--- config.mk ---
export PLATFORM = sky130hd
export DESIGN_NAME = http_request_byte_parser
export DESIGN_NICKNAME = d
export VERILOG_FILES = /design/src/hw/rtl/hrbp_pkg.sv /design/src/hw/rtl/hrbp_len.sv /design/src/hw/rtl/hrbp_step.sv /design/src/hw/rtl/http_request_byte_parser.sv
export SDC_FILE = /design/constraint.sdc
export NUM_CORES = 1
export LEC_CHECK = 0
export ABC_AREA = 0
export BUFFER_PORTS_ARGS = -buffer_cell sky130_fd_sc_hd__buf_2
export CORE_ASPECT_RATIO = 1.1
export CORE_MARGIN = 2
export CORE_UTILIZATION = 60
export DETAILED_ROUTE_END_ITERATION = 6
export PLACE_DENSITY = 0.75
export SLEW_MARGIN = 40
export SYNTH_ARGS = -nofsm -noshare
export SYNTH_HDL_FRONTEND = slang
export SYNTH_SLANG_ARGS = --single-unit
--- constraint.sdc ---
create_clock -name i_clk -period 7.8 [get_ports i_clk]
set_clock_uncertainty 0.05 [all_clocks]
set_input_delay 1.17 -clock i_clk [delete_from_list [all_inputs] [get_ports i_clk]]
set_output_delay 1.17 -clock i_clk [all_outputs]
set_load 0.02 [all_outputs]
--- src/hw/rtl/hrbp_pkg.sv ---
package hrbp_pkg;

    localparam logic [3:0] KEY_LEN = 4'd14;

    // Parser states
    localparam logic [4:0] S_START        = 5'd0;
    localparam logic [4:0] S_METHOD       = 5'd1;
    localparam logic [4:0] S_BEFORE_PATH  = 5'd2;
    localparam logic [4:0] S_PATH         = 5'd3;
    localparam logic [4:0] S_BEFORE_PKEY  = 5'd4;
    localparam logic [4:0] S_PKEY         = 5'd5;
    localparam logic [4:0] S_BEFORE_PVAL  = 5'd6;
    localparam logic [4:0] S_PVAL         = 5'd7;
    localparam logic [4:0] S_BEFORE_PROTO = 5'd8;
    localparam logic [4:0] S_PROTO        = 5'd9;
    localparam logic [4:0] S_BEFORE_VER   = 5'd10;
    localparam logic [4:0] S_VER          = 5'd11;
    localparam logic [4:0] S_HKEY         = 5'd12;
    localparam logic [4:0] S_HVAL         = 5'd13;
    localparam logic [4:0] S_GOT_CR       = 5'd14;
    localparam logic [4:0] S_GOT_CRLF     = 5'd15;
    localparam logic [4:0] S_GOT_CRLFCR   = 5'd16;
    localparam logic [4:0] S_BODY         = 5'd17;
    localparam logic [4:0] S_COMPLETE     = 5'd18;
    localparam logic [4:0] S_INVALID      = 5'd19;

    // Token kinds
    localparam logic [3:0] K_NONE    = 4'd0;
    localparam logic [3:0] K_METHOD  = 4'd1;
    localparam logic [3:0] K_PATH    = 4'd2;
    localparam logic [3:0] K_PKEY    = 4'd3;
    localparam logic [3:0] K_PVAL    = 4'd4;
    localparam logic [3:0] K_PROTO   = 4'd5;
    localparam logic [3:0] K_VERSION = 4'd6;
    localparam logic [3:0] K_HKEY    = 4'd7;
    localparam logic [3:0] K_HVAL    = 4'd8;
    localparam logic [3:0] K_BODY    = 4'd9;

    // Status codes
    localparam logic [1:0] ST_PARSING  = 2'd0;
    localparam logic [1:0] ST_IN_BODY  = 2'd1;
    localparam logic [1:0] ST_COMPLETE = 2'd2;
    localparam logic [1:0] ST_INVALID  = 2'd3;

    // Opcodes
    localparam logic OP_BYTE    = 1'b0;
    localparam logic OP_RESTART = 1'b1;

    localparam logic [7:0] CH_CR    = 8'h0D;
    localparam logic [7:0] CH_LF    = 8'h0A;
    localparam logic [7:0] CH_SP    = 8'h20;
    localparam logic [7:0] CH_TAB   = 8'h09;
    localparam logic [7:0] CH_QUEST = 8'h3F;
    localparam logic [7:0] CH_EQ    = 8'h3D;
    localparam logic [7:0] CH_AMP   = 8'h26;
    localparam logic [7:0] CH_COLON = 8'h3A;
    localparam logic [7:0] CH_SLASH = 8'h2F;
    localparam logic [7:0] CH_DOT   = 8'h2E;

    typedef struct packed {
        logic       opcode;
        logic [7:0] data_byte;
    } t_hrbp_in;

    typedef struct packed {
        logic [3:0] token_kind;
        logic       token_closed;
        logic [3:0] closed_kind;
        logic [1:0] parse_status;
        logic       byte_consumed;
    } t_hrbp_out;

    typedef struct packed {
        logic [4:0] parse_state;
        logic [3:0] key_match_index;
        logic       key_still_matching;
        logic       value_byte_skip;
        logic       digits_open;
        logic       length_present;
    } t_hrbp_ctl;

    typedef struct packed {
        logic clear_len;
        logic load_digit;
        logic clear_body;
        logic inc_body;
    } t_hrbp_len_cmd;

    typedef struct packed {
        logic len_zero;
        logic body_reached;
    } t_hrbp_len_flags;

    localparam t_hrbp_ctl CTL_RESET = '{
        parse_state:        S_START,
        key_match_index:    4'd0,
        key_still_matching: 1'b1,
        value_byte_skip:    1'b0,
        digits_open:        1'b0,
        length_present:     1'b0
    };

    // "Content-Length"
    function automatic logic [7:0] key_char(input logic [3:0] idx);
        logic [7:0] c;
        case (idx)
            4'd0:    c = 8'h43;
            4'd1:    c = 8'h6F;
            4'd2:    c = 8'h6E;
            4'd3:    c = 8'h74;
            4'd4:    c = 8'h65;
            4'd5:    c = 8'h6E;
            4'd6:    c = 8'h74;
            4'd7:    c = 8'h2D;
            4'd8:    c = 8'h4C;
            4'd9:    c = 8'h65;
            4'd10:   c = 8'h6E;
            4'd11:   c = 8'h67;
            4'd12:   c = 8'h74;
            4'd13:   c = 8'h68;
            default: c = 8'h00;
        endcase
        return c;
    endfunction

    function automatic logic [1:0] status_of(input logic [4:0] st);
        logic [1:0] s;
        if (st == S_BODY) begin
            s = ST_IN_BODY;
        end else if (st == S_COMPLETE) begin
            s = ST_COMPLETE;
        end else if (st == S_INVALID) begin
            s = ST_INVALID;
        end else begin
            s = ST_PARSING;
        end
        return s;
    endfunction

endpackage

--- src/hw/rtl/hrbp_len.sv ---
// Content-Length digit accumulator and body counter datapath.
module hrbp_len
    import hrbp_pkg::*;
#(
    parameter int LENGTH_BITS = 32
) (
    input  logic [7:0]             i_byte,
    input  logic [LENGTH_BITS-1:0] i_length,
    input  logic [LENGTH_BITS-1:0] i_body_count,
    output logic [LENGTH_BITS-1:0] o_length_acc,
    output logic [LENGTH_BITS-1:0] o_body_next,
    output t_hrbp_len_flags        o_flags
);

    localparam int AccW = LENGTH_BITS + 4;

    logic [AccW-1:0] len_wide;
    logic [AccW-1:0] acc_wide;

    // 10*L + d via shifts; any carry into the top nibble means saturation
    always_comb begin
        len_wide = {4'b0000, i_length};
        acc_wide = (len_wide << 3) + (len_wide << 1) + {{(AccW-4){1'b0}}, i_byte[3:0]};
        if (|acc_wide[AccW-1:LENGTH_BITS]) begin
            o_length_acc = '1;
        end else begin
            o_length_acc = acc_wide[LENGTH_BITS-1:0];
        end
    end

    assign o_body_next = (&i_body_count) ? i_body_count : i_body_count + 1'b1;

    assign o_flags.len_zero     = (i_length == '0);
    assign o_flags.body_reached = (o_body_next >= i_length);

endmodule

--- src/hw/rtl/hrbp_step.sv ---
// One parser step: next control state, length commands and the result beat.
module hrbp_step
    import hrbp_pkg::*;
(
    input  t_hrbp_in        i_in,
    input  t_hrbp_ctl       i_ctl,
    input  t_hrbp_len_flags i_flags,
    output t_hrbp_ctl       o_ctl,
    output t_hrbp_len_cmd   o_cmd,
    output t_hrbp_out       o_out
);

    logic [7:0] b;
    logic [4:0] st;
    logic [4:0] ns;
    logic [3:0] kind;
    logic       closed;
    logic [3:0] ckind;
    logic       is_blank;
    logic       is_digit;
    logic       is_upper;
    logic       is_crlf;
    logic       key_hit;

    assign b        = i_in.data_byte;
    assign st       = i_ctl.parse_state;
    assign is_blank = (b == CH_SP) || (b == CH_TAB);
    assign is_digit = (b >= 8'h30) && (b <= 8'h39);
    assign is_upper = (b >= 8'h41) && (b <= 8'h5A);
    assign is_crlf  = (b == CH_CR) || (b == CH_LF);
    assign key_hit  = i_ctl.key_still_matching && (i_ctl.key_match_index < KEY_LEN)
                      && (b == key_char(i_ctl.key_match_index));

    always_comb begin
        o_ctl  = i_ctl;
        o_cmd  = '0;
        ns     = st;
        kind   = K_NONE;
        closed = 1'b0;
        ckind  = K_NONE;
        o_out  = '0;

        if (i_in.opcode == OP_RESTART) begin
            o_ctl          = CTL_RESET;
            o_cmd.clear_len  = 1'b1;
            o_cmd.clear_body = 1'b1;
            o_out.parse_status = ST_PARSING;
        end else if (st == S_COMPLETE || st >= S_INVALID) begin
            // done: byte dropped, stray codes fold into invalid
            if (st > S_INVALID) begin
                o_ctl.parse_state = S_INVALID;
            end
            o_out.parse_status = status_of(o_ctl.parse_state);
        end else begin
            unique case (st)
                S_START: begin
                    if (is_crlf || is_blank) begin
                        ns = st;
                    end else if (is_upper) begin
                        ns = S_METHOD;
                        kind = K_METHOD;
                    end else begin
                        ns = S_INVALID;
                    end
                end
                S_METHOD: begin
                    if (is_upper) begin
                        kind = K_METHOD;
                    end else if (is_blank) begin
                        ns = S_BEFORE_PATH;
                        closed = 1'b1;
                        ckind = K_METHOD;
                    end else begin
                        ns = S_INVALID;
                    end
                end
                S_BEFORE_PATH: begin
                    if (b == CH_SLASH) begin
                        ns = S_PATH;
                        kind = K_PATH;
                    end else if (!is_blank) begin
                        ns = S_INVALID;
                    end
                end
                S_PATH: begin
                    if (b == CH_QUEST) begin
                        ns = S_BEFORE_PKEY;
                        closed = 1'b1;
                        ckind = K_PATH;
                    end else if (is_blank) begin
                        ns = S_BEFORE_PROTO;
                        closed = 1'b1;
                        ckind = K_PATH;
                    end else begin
                        kind = K_PATH;
                    end
                end
                S_BEFORE_PKEY: begin
                    if (is_blank || is_crlf) begin
                        ns = S_INVALID;
                    end else begin
                        ns = S_PKEY;
                        kind = K_PKEY;
                    end
                end
                S_PKEY: begin
                    if (b == CH_EQ) begin
                        ns = S_BEFORE_PVAL;
                        closed = 1'b1;
                        ckind = K_PKEY;
                    end else if (is_blank) begin
                        ns = S_INVALID;
                    end else begin
                        kind = K_PKEY;
                    end
                end
                S_BEFORE_PVAL: begin
                    if (is_blank || is_crlf) begin
                        ns = S_INVALID;
                    end else begin
                        ns = S_PVAL;
                        kind = K_PVAL;
                    end
                end
                S_PVAL: begin
                    if (b == CH_AMP) begin
                        ns = S_BEFORE_PKEY;
                        closed = 1'b1;
                        ckind = K_PVAL;
                    end else if (is_blank) begin
                        ns = S_BEFORE_PROTO;
                        closed = 1'b1;
                        ckind = K_PVAL;
                    end else begin
                        kind = K_PVAL;
                    end
                end
                S_BEFORE_PROTO: begin
                    if (!is_blank) begin
                        ns = S_PROTO;
                        kind = K_PROTO;
                    end
                end
                S_PROTO: begin
                    if (b == CH_SLASH) begin
                        ns = S_BEFORE_VER;
                        closed = 1'b1;
                        ckind = K_PROTO;
                    end else begin
                        kind = K_PROTO;
                    end
                end
                S_BEFORE_VER: begin
                    if (is_digit) begin
                        ns = S_VER;
                        kind = K_VERSION;
                    end else begin
                        ns = S_INVALID;
                    end
                end
                S_VER: begin
                    if (b == CH_CR) begin
                        ns = S_GOT_CR;
                        closed = 1'b1;
                        ckind = K_VERSION;
                    end else if (is_digit || b == CH_DOT) begin
                        kind = K_VERSION;
                    end else begin
                        ns = S_INVALID;
                    end
                end
                S_HKEY: begin
                    if (b == CH_COLON) begin
                        ns = S_HVAL;
                        closed = 1'b1;
                        ckind = K_HKEY;
                        o_ctl.value_byte_skip = 1'b1;
                        if (i_ctl.key_still_matching && i_ctl.key_match_index == KEY_LEN) begin
                            o_ctl.length_present = 1'b1;
                            o_ctl.digits_open    = 1'b1;
                            o_cmd.clear_len      = 1'b1;
                        end else begin
                            o_ctl.digits_open = 1'b0;
                        end
                    end else begin
                        kind = K_HKEY;
                        if (key_hit) begin
                            o_ctl.key_match_index = i_ctl.key_match_index + 4'd1;
                        end else begin
                            o_ctl.key_still_matching = 1'b0;
                        end
                    end
                end
                S_HVAL: begin
                    if (b == CH_CR) begin
                        ns = S_GOT_CR;
                        closed = 1'b1;
                        ckind = K_HVAL;
                        o_ctl.digits_open     = 1'b0;
                        o_ctl.value_byte_skip = 1'b0;
                    end else if (!(i_ctl.value_byte_skip && is_blank)) begin
                        o_ctl.value_byte_skip = 1'b0;
                        kind = K_HVAL;
                        if (i_ctl.digits_open) begin
                            if (is_digit) begin
                                o_cmd.load_digit = 1'b1;
                            end else begin
                                o_ctl.digits_open = 1'b0;
                            end
                        end
                    end
                end
                S_GOT_CR: begin
                    ns = (b == CH_LF) ? S_GOT_CRLF : S_INVALID;
                end
                S_GOT_CRLF: begin
                    if (b == CH_CR) begin
                        ns = S_GOT_CRLFCR;
                    end else if (is_blank) begin
                        ns = S_INVALID;
                    end else begin
                        // new header key, first byte checked against index zero
                        ns = S_HKEY;
                        kind = K_HKEY;
                        o_ctl.key_match_index    = (b == key_char(4'd0)) ? 4'd1 : 4'd0;
                        o_ctl.key_still_matching = (b == key_char(4'd0));
                    end
                end
                S_GOT_CRLFCR: begin
                    if (b == CH_LF) begin
                        if (i_ctl.length_present && i_flags.len_zero) begin
                            ns = S_COMPLETE;
                        end else begin
                            ns = S_BODY;
                        end
                    end else begin
                        ns = S_INVALID;
                    end
                end
                default: begin
                    kind = K_BODY;
                    o_cmd.inc_body = 1'b1;
                    if (i_ctl.length_present && i_flags.body_reached) begin
                        ns = S_COMPLETE;
                    end
                end
            endcase

            if (ns == S_INVALID) begin
                kind   = K_NONE;
                closed = 1'b0;
                ckind  = K_NONE;
            end
            o_ctl.parse_state   = ns;
            o_out.token_kind    = kind;
            o_out.token_closed  = closed;
            o_out.closed_kind   = ckind;
            o_out.parse_status  = status_of(ns);
            o_out.byte_consumed = 1'b1;
        end
    end

endmodule

--- src/hw/rtl/http_request_byte_parser.sv ---
// HTTP/1.1 request byte parser. Each input beat carries one request byte or a
// restart command; each produces exactly one result beat with the byte's token
// kind, a token-closed flag, the parse status and a consumed flag. Each beat
// passes an input register, then a result register, and the block sustains one
// beat per cycle while i_out_ready is high: the parser state, Content-Length
// accumulator and body counter all update in the single cycle in which a beat
// moves from the input register into the result register.
// Content-Length is held in LENGTH_BITS bits and saturates at its maximum.
module http_request_byte_parser
    import hrbp_pkg::*;
#(
    parameter int LENGTH_BITS = 32
) (
    input  logic      i_clk,
    input  logic      i_rst_n,
    input  logic      i_in_valid,
    output logic      o_in_ready,
    input  t_hrbp_in  i_in_data,
    output logic      o_out_valid,
    input  logic      i_out_ready,
    output t_hrbp_out o_out_data
);

    logic                   r_s1_valid;
    t_hrbp_in               r_s1_data;
    logic                   r_out_valid;
    t_hrbp_out              r_out_data;
    t_hrbp_ctl              r_ctl;
    logic [LENGTH_BITS-1:0] r_length;
    logic [LENGTH_BITS-1:0] r_body_count;

    t_hrbp_ctl              n_ctl;
    t_hrbp_out              n_out_data;
    logic [LENGTH_BITS-1:0] n_length;
    logic [LENGTH_BITS-1:0] n_body_count;

    t_hrbp_len_cmd          len_cmd;
    t_hrbp_len_flags        len_flags;
    logic [LENGTH_BITS-1:0] length_acc;
    logic [LENGTH_BITS-1:0] body_next;
    logic                   advance;

    assign advance    = r_s1_valid && (!r_out_valid || i_out_ready);
    assign o_in_ready = !r_s1_valid || advance;

    hrbp_len #(
        .LENGTH_BITS(LENGTH_BITS)
    ) u_len (
        .i_byte       (r_s1_data.data_byte),
        .i_length     (r_length),
        .i_body_count (r_body_count),
        .o_length_acc (length_acc),
        .o_body_next  (body_next),
        .o_flags      (len_flags)
    );

    hrbp_step u_step (
        .i_in    (r_s1_data),
        .i_ctl   (r_ctl),
        .i_flags (len_flags),
        .o_ctl   (n_ctl),
        .o_cmd   (len_cmd),
        .o_out   (n_out_data)
    );

    always_comb begin
        if (len_cmd.clear_len) begin
            n_length = '0;
        end else if (len_cmd.load_digit) begin
            n_length = length_acc;
        end else begin
            n_length = r_length;
        end
        if (len_cmd.clear_body) begin
            n_body_count = '0;
        end else if (len_cmd.inc_body) begin
            n_body_count = body_next;
        end else begin
            n_body_count = r_body_count;
        end
    end

    always_ff @(posedge i_clk) begin
        if (!i_rst_n) begin
            r_s1_valid   <= 1'b0;
            r_out_valid  <= 1'b0;
            r_ctl        <= CTL_RESET;
            r_length     <= '0;
            r_body_count <= '0;
        end else begin
            if (o_in_ready) begin
                r_s1_valid <= i_in_valid;
            end
            if (advance) begin
                r_out_valid  <= 1'b1;
                r_ctl        <= n_ctl;
                r_length     <= n_length;
                r_body_count <= n_body_count;
            end else if (i_out_ready) begin
                r_out_valid <= 1'b0;
            end
        end
    end

    always_ff @(posedge i_clk) begin
        if (i_in_valid && o_in_ready) begin
            r_s1_data <= i_in_data;
        end
        if (advance) begin
            r_out_data <= n_out_data;
        end
    end

    assign o_out_valid = r_out_valid;
    assign o_out_data  = r_out_data;

endmodule

==> results.txt, run 1 <==
The sum of routed wire length over all layers came out at about 24000 µm. The maximum clock path buffer count came out at 2. The global-route wire length before repair is a little under 40000 µm. The average cell area after synthesis is roughly 8.0 µm². The horizontal die dimension is about 120 µm. The total number of vias is approximately 8600.

The number of nets handed over by synthesis was roughly 1300. The share of the yosys chip area belonging to registers is approximately 25%. The via count normalized by instance count came out at 6.36. By area the synthesized netlist is led by dfxtp_1, ha_1, edfxtp_1. The final critical delay including setup and external delays came out at 5.18 ns. Compared with the post-synthesis result, the final layout area differs by 5.15%. STA classifies the critical path startpoint as a flop. By startpoint and endpoint, the worst setup path is classified as reg2reg.

Counting the fill cells in the layout gives 1338. The detailed router finished its first iteration with roughly 750 violations. Dividing the final minimum period by the clock period gives 66.4%. The run finished with clean final reports.

The final hold violation count was 0. The clock reaches the later pin of the worst-skew pair after between 0.3 and 0.4 ns. The number of maximum-capacitance constraint violations is 0.

For the pin with the worst max-slew slack, the measured transition is approximately 0.85 ns. Global routing consumed, over all layers together, ~29% of the routing resources. The achievable frequency came out at 0.193 GHz.

The antenna cell count is 0. The number of top-level pins is 27. The final number of max-transition violations is 0. The instance area at placement came out at between 9000 and 10000 µm².

The class of the most critical hold timing path is reg2reg. The total congestion overflow after global routing is 0. After clock tree synthesis, the clock-pin slew on the worst setup and hold paths is around 0.080 ns.

The die height came out at around 140 µm. Counting distinct cell types in the post-synthesis netlist gives 85. The area enclosed by the die boundary is roughly 17000 µm². Along the worst path, the maximum fanout reaches 8. The cell sitting at the root of the clock tree is a clkbuf_16.

The total core area is ~15000 µm². The number of flops mapped to enable cells by yosys is 21. The cell area power density is between 100 and 150 nW/µm². Once the floorplan was initialized, standard cells occupied approximately 62% of the core. Among all flip-flop cells after synthesis, the most frequent one is dfxtp_1. The number of global-route vias before repair came to a little over 8000. In the synthesized netlist, the number of instances is ~1200. The area of the mapped netlist came out at between 9000 and 10000 µm². The peak ir drop on the vdd network is ~0.095 mV.

Timing analysis after detailed placement gives a worst setup slack of between 2 and 3 ns. Setup slack closes at between 2 and 3 ns. The initial antenna violation count is 0. The leakage power total came out at approximately 4.5 nW. The detailed-route wire length per cell is around 18 µm. The count of nets left with antenna violations after detail routing is 0. The number of hold-repair buffers added at the cts stage came out at 0. The synthesis warning total came out at 0. The buffer count from post-CTS setup fixing came out at 0. The final standard cell area without fillers is ~9900 µm². The biggest area contributor in the post-synthesis netlist is dfxtp_1. The type of destination of the critical path is a flop. After the last flow step, the layout net total stands at between 1000 and 1500.

The total number of placement rows came out at 47. The fraction of layout cells with a size suffix above 1 came out at between 6 and 7%. In the routed design, unresolved DRC markers number 0. The sink count of the clock tree is 107.

The detailed-router iteration count before antenna repair came out at 7. The TritonCTS clock tree is done. Adding up every negative setup slack in the final design gives 0 ns. Post-CTS repair changed the size of 0 cells.

The top cell type's share of synthesized area came out at 18.4%. The worst pin sits at a relative slew slack of 43.2%. Once detailed placement completed, the half-perimeter wirelength came to approximately 18000 µm. The CTS H-tree depth came out at 3. The number of CTS-inserted buffers is 9. Setup repair after global routing left no endpoint under its margin.

The count of input and output buffers is 26. The final weighted congestion in routability-driven placement came out at roughly 1. The data arrival time of the critical path is 5.21 ns. The data required time of the critical path is roughly 7.8 ns. The final-report setup violation count is 0. After synthesis the netlist holds a flip-flop and latch count of between 100 and 150. The pin count of the biggest net entering global routing came out at a little under 60. The proportion of register bits with asynchronous set or reset after synthesis is 0%.
synth_stat cells, drive strengths merged, types with 32 or more instances:
| master | n |
|---|---|
| o21ai | 63 |
| nor2 | 98 |
| a21oi | 62 |
| xnor2 | 39 |
| dfxtp | 86 |
| inv | 47 |
| nand3 | 33 |
| clkbuf | 40 |
| nand2 | 131 |
| ha | 104 |
| a21o | 32 |
through the flow:
stage          cells  hold slack (ns)  total power [mW]  util (%)
2_1_floorplan   1168            0.426             0.656         -
3_3_place_gp    1337            0.444             0.678      62.9
3_5_place_dp    1337            0.455             0.679      62.9
4_1_cts         1353            0.472              1.16      65.0
5_1_grt         1353            0.504              1.19      65.0
6_report        1353            0.471              1.15      65.0
routing by layer:
layer	up-vias	GRT usage, %	part of all wire [%]
met5	-	0	0
met4	0	12.3	3.2
met3	55	3.13	4.2
met2	237	51.3	49
met1	4017	36.1	43
li1	4297	-	-
cell type report:
cell class	count	area (µm²)	area share, %
Timing Repair Buffer	33	183	1.85
Tap cell	196	245	2.49
Clock buffer	12	279	2.83
Clock inverter	4	36.3	0.368
Inverter	47	176	1.79
Sequential cell	107	2350	23.9
Multi-Input combinational cell	954	6590	66.8
worst max-delay path, stage by stage (launching register included):
cell and delay [ns]:
dfxtp_1 0.42, ha_1 0.24, nand4_1 0.11, or3_1 0.36, or4_1 0.57, and2_1 0.26, and3_1 0.20, and3_1 0.18
xor2_1 0.16, ha_1 0.19, a21o_1 0.17, a21o_1 0.17, a21o_1 0.18, a2111oi_0 0.52, o211ai_1 0.18, a31oi_1 0.51
a32o_1 0.23, nor2_1 0.05, o2bb2ai_1 0.15
cell families (layout without fill, tap and decap cells):
family / count (synthesis) / after routing / share of synthesized area (%)
compound gates: 320 / 320 / 24.4
xor+xnor: 67 / 67 / 6.26
fa+ha+maj: 106 / 106 / 14.3
buf+inv: 107 / 96 / 4.71
flops: 107 / 107 / 25.1
mux: 12 / 12 / 1.32
simple gates: 449 / 449 / 23.9
cell usage in the layout, fill, tap and decap left out, types with 26 or more instances in the layout:
master	synthesis	final
buf_2	11	26
xor2_1	28	28
dfxtp_1	86	86
o311a_1	28	28
nor2_1	97	97
nand2_1	131	131
nand4_1	28	28
nand3_1	32	32
xnor2_1	39	39
ha_1	104	104
o21ai_0	58	57
a21oi_1	60	60
a21o_1	32	32
inv_1	47	47
final timing paths:
path | start | endpoint | slack (ns) | depth (start not counted)
setup reg to reg | r_body_count[0] | o_out_data[2] | 2.62 | 18
setup / recovery | r_body_count[0] | o_out_data[2] | 2.62 | 18
hold reg to reg | r_body_count[29] | r_body_count[29] | 0.47 | 1
hold / removal | r_body_count[29] | r_body_count[29] | 0.47 | 1
power by group:
group / total, mW / internal (mW) / switching (mW)
clock network: 0.482 / 0.261 / 0.221
logic: 0.0796 / 0.0300 / 0.0496
registers: 0.589 / 0.572 / 0.0166
registers in the layout, indices dropped and copies added (netlist names), named ones only:
name,count
r_s1_data,9
o_out_valid,1
o_out_data,12
r_s1_valid,1
r_ctl,13
r_length,32
r_body_count,32
(Power assumes the default switching activity.)
==> run 2, diff against run 1 <==
clock period = 5.1 ns   (was 7.8 ns; I/O delays follow)
==> run 2 against run 1 <==
Via count up 2.8%. Count of clock-buffer cells in the layout is 1 lower. Setup slack worse by 2.3 ns. Sequential share of layout area decreased by 0.26 points. Worst hold slack gained 0.0062 ns. Final cell count is 0.74% higher. Flip-flop and latch count did not move. Register-to-register slack worse by 2.3 ns. First-iteration DRC count grew 7.5%. Power rose by 57%. Sequential power up 52%. Critical path type unchanged. Critical endpoint unchanged.
==> results.txt, run 2 (same netlist as run 1, synthesis figures left out) <==
The final number of max-transition violations came out at 0 (unchanged). The part of the power in registers is 49.6% (-1.6 points). The final standard cell area without fillers is 9970 µm² (+1.1%). The CTS H-tree depth was 3 (unchanged). The library cell used most frequently in the layout, excluding fill and tap cells, is nand2_1. The worst hold path begins at r_body_count[29]. The overall routing resource usage came out at 30.2% (+0.94 points). The path depth of the worst reg2reg path came to 19 (+1). The detailed-route wire length per cell is 18.0 µm (+2.2%).

The count of input and output buffers was 26 (unchanged). The half-perimeter wire length of the detailed placement result is 18100 µm (+2.4%). The clock edge transition at the registers on the reported setup and hold paths came out at 0.08 ns (about the same). The total negative setup slack came out at 0 ns (unchanged). The cell area power density is 181 nW/µm² (+55%). The total number of placement rows is 47 (unchanged).

The worst setup path is launched from a flop. The TritonCTS clock tree is done. The total design power came to 1.80 mW (+57%). The share of the cycle needed by the critical path after routing is 93.6% (+27 points). The buffer count from post-CTS setup fixing came out at 0 (unchanged). The die height is 135 µm (unchanged). The number of nets in the finished design is 1281 (+0.79%). The launching point of the worst reg2reg path is r_body_count[0]. The reg2reg setup slack is 0.32 ns (-2.30 ns). The internal power was 1.34 mW (+56%). The number of hold-repair buffers added at the cts stage came out at 0 (unchanged). The final critical delay including setup and external delays came out at 4.78 ns (-0.405 ns). The data required time of the critical path came out at 5.15 ns (-2.68 ns). The total met2 wirelength after detailed routing is 11900 µm (+0.73%). The switching share of total power came out at 25.5% (+0.54 points). The maximum clock path buffer count is 2 (unchanged). The post-cts sizing count is 0 (unchanged). The leakage power total came out at 4.54 nW (+1.5%).

The final-report setup violation count came to 0 (unchanged). The total core area is 15200 µm² (unchanged). The area enclosed by the die boundary came out at 16600 µm² (unchanged). The global-route wire length before repair is 40300 µm (+2.8%). The data arrival time of the critical path is 4.83 ns (-0.38 ns). The total met3 wirelength after detailed routing came out at 1150 µm (+15%). The horizontal die dimension came to 123 µm (unchanged). The fraction of layout cells with a size suffix above 1 is 7.54% (+0.89 points). The final hold violation count came out at 0 (unchanged). The via count normalized by instance count came to 6.49 (+2.1%). The final weighted congestion in routability-driven placement is 1.01 (+3.6%). The sum of routed wire length over all layers was 24600 µm (+2.9%). The uppermost signal routing layer after detailed routing is met4. The synthesis-to-finish area growth is 6.31%. The initial standard-cell utilization of the core came out at 61.8% (unchanged).

The count of nets left with antenna violations after detail routing came out at 0 (unchanged). The total congestion overflow after global routing is 0 (unchanged). The largest stage delay on the critical path was 0.57 ns (about the same). The relative contribution of the clock network to total power is 43.0% (+1.1 points). The endpoint identified for the worst register-to-register timing path is o_out_data[2].

The number of maximum-capacitance constraint violations came out at 0 (unchanged). Among all stages on the critical path, the largest delay is contributed by or4_1. The combinational group share of total power came out at 7.4% (+0.5 points). The pin count of the biggest net entering global routing is 59 (unchanged).

The largest registers in the layout are r_body_count x32, r_length x32, r_ctl x13. Setup repair after global routing left no endpoint under its margin. Counting stages on the worst path, the most repeated cell is a21o_1. The top cell types in the final layout, fill and taps aside, are nand2_1, ha_1, nor2_1, dfxtp_1, a21oi_1. The final worst-path setup slack is 0.324 ns (-2.30 ns). The sink count of the clock tree came out at 107 (unchanged). The number of top-level pins came to 27 (unchanged).

STA classifies the critical path endpoint as a flop. The worst setup path is of the reg2reg kind. The peak ir drop on the vdd network came to 0.209 mV (+120%). For hold timing, the worst endpoint is r_body_count[29]. The number of global-route vias before repair is 8211 (+1.3%). The met1 routed wirelength after detailed routing is 10600 µm (+2.4%).

The count of cells along the worst hold path came out at 1 (unchanged). The detailed-router iteration count before antenna repair is 6 (-1). Clock tree synthesis selected as its root buffer the cell clkbuf_16. The achievable frequency is 0.209 GHz (+8.5%).

The flow ran to the end, and the final reports show no timing, DRC or antenna violations. The instance area at placement came to 9610 µm² (+0.75%). The antenna cell count came out at 0 (unchanged).

The number of design rule violations left after detail routing is 0 (unchanged). The cell family contributing the most delay on the critical path is simple AND/OR/NAND/NOR gates. The switching power came to 460 µW (+60%).

The largest fanout on the critical path came out at 8 (unchanged). The number of CTS-inserted buffers is 9 (unchanged). The clock insertion delay at the later pin of the skew report came out at 0.37 ns (about the same). The final cell utilization of the core is 65.7% (+0.72 points). The slew at the pin closest to its max-slew limit is 0.842 ns (-0.00827 ns). Traced cell by cell, the critical path runs through ha_1 -> nand4_1 -> or3_1 -> or4_1 -> and2_1 -> and3_1 -> and3_1 -> xor2_1 -> ha_1 -> a21o_1 -> a21o_1 -> a21o_1 -> a2111oi_2 -> o211ai_1 -> a31oi_1 -> buf_4 -> a32o_1 -> nor2_1 -> o2bb2ai_1. The initial antenna violation count was 0 (unchanged).

The number of violations reported at the end of detailed-routing iteration 0 was 803 (+7.5%). The normalized max-slew margin is 43.8% (+0.55 points). The total number of vias came out at 8849 (+2.8%). The setup slack at placement came out at 0.172 ns (-2.54 ns).

The count of buffering cells on the critical path with inverters included is 1 (+1). In this run the worst hold path is classified as reg2reg.
## run 2: cell types whose count changed in the layout (fill, tap and decap cells not counted), sizes merged
cell	delta
buf	+10
bufinv	+1
clkbuf	-1
clkinv	+1
clkinvlp	-1
## run 2: per-layer routing
| layer | global-route usage (%) | vias up |
|---|---|---|
| li1 | - | 4303 |
| met1 | 37.0 | 4206 |
| met2 | 51.9 | 262 |
| met3 | 5.24 | 78 |
| met4 | 12.4 | 0 |
| met5 | 0 | - |
## run 2: how the worst max path moves through the flow
stage | end | slack, ns | cells after the start | startpoint
after global routing | o_out_data[2] | 0.04 | 19 | r_body_count[0]
final | o_out_data[2] | 0.32 | 19 | r_body_count[0]
after detailed placement | o_out_data[2] | 0.17 | 19 | r_body_count[0]
after floorplan | o_out_data[2] | 0.58 | 19 | r_body_count[0]
after CTS | o_out_data[2] | 0.13 | 19 | r_body_count[0]
after global placement | o_out_data[2] | 0.30 | 19 | r_body_count[0]
## run 2: through the flow
stage	instances	hold slack, ns
3_5_place_dp	1346	0.453
4_1_cts	1362	0.470
6_report	1363	0.478
3_3_place_gp	1345	0.441
2_1_floorplan	1168	0.426
5_1_grt	1363	0.491
## run 2: worst register-to-register path: stages (launching register included)
cell and delay (ns):
dfxtp_1 0.43, ha_1 0.24, nand4_1 0.10, or3_1 0.35, or4_1 0.57, and2_1 0.27, and3_1 0.20, and3_1 0.19
xor2_1 0.16, ha_1 0.19, a21o_1 0.17, a21o_1 0.16, a21o_1 0.19, a2111oi_2 0.37, o211ai_1 0.16, a31oi_1 0.20
buf_4 0.17, a32o_1 0.15, nor2_1 0.05, o2bb2ai_1 0.14
## run 2: layout make-up
class                      instances  area, µm²
tap                              196        245
fill                            1308       5210
sequential                       107       2350
clock buffer                      11        254
multi-input combinational        954       6590
clock inverter                     5       63.8
inverter                          47        176
timing repair buffer              43        282
## run 2: power by group through the flow
stage | combinational (mW) | sequential [mW] | clock, mW
final | 0.133 | 0.895 | 0.776
after global routing | 0.145 | 0.896 | 0.817
after CTS | 0.129 | 0.894 | 0.783
after detailed placement | 0.128 | 0.914 | 0
after global placement | 0.127 | 0.914 | 0
after floorplan | 0.0958 | 0.908 | 0
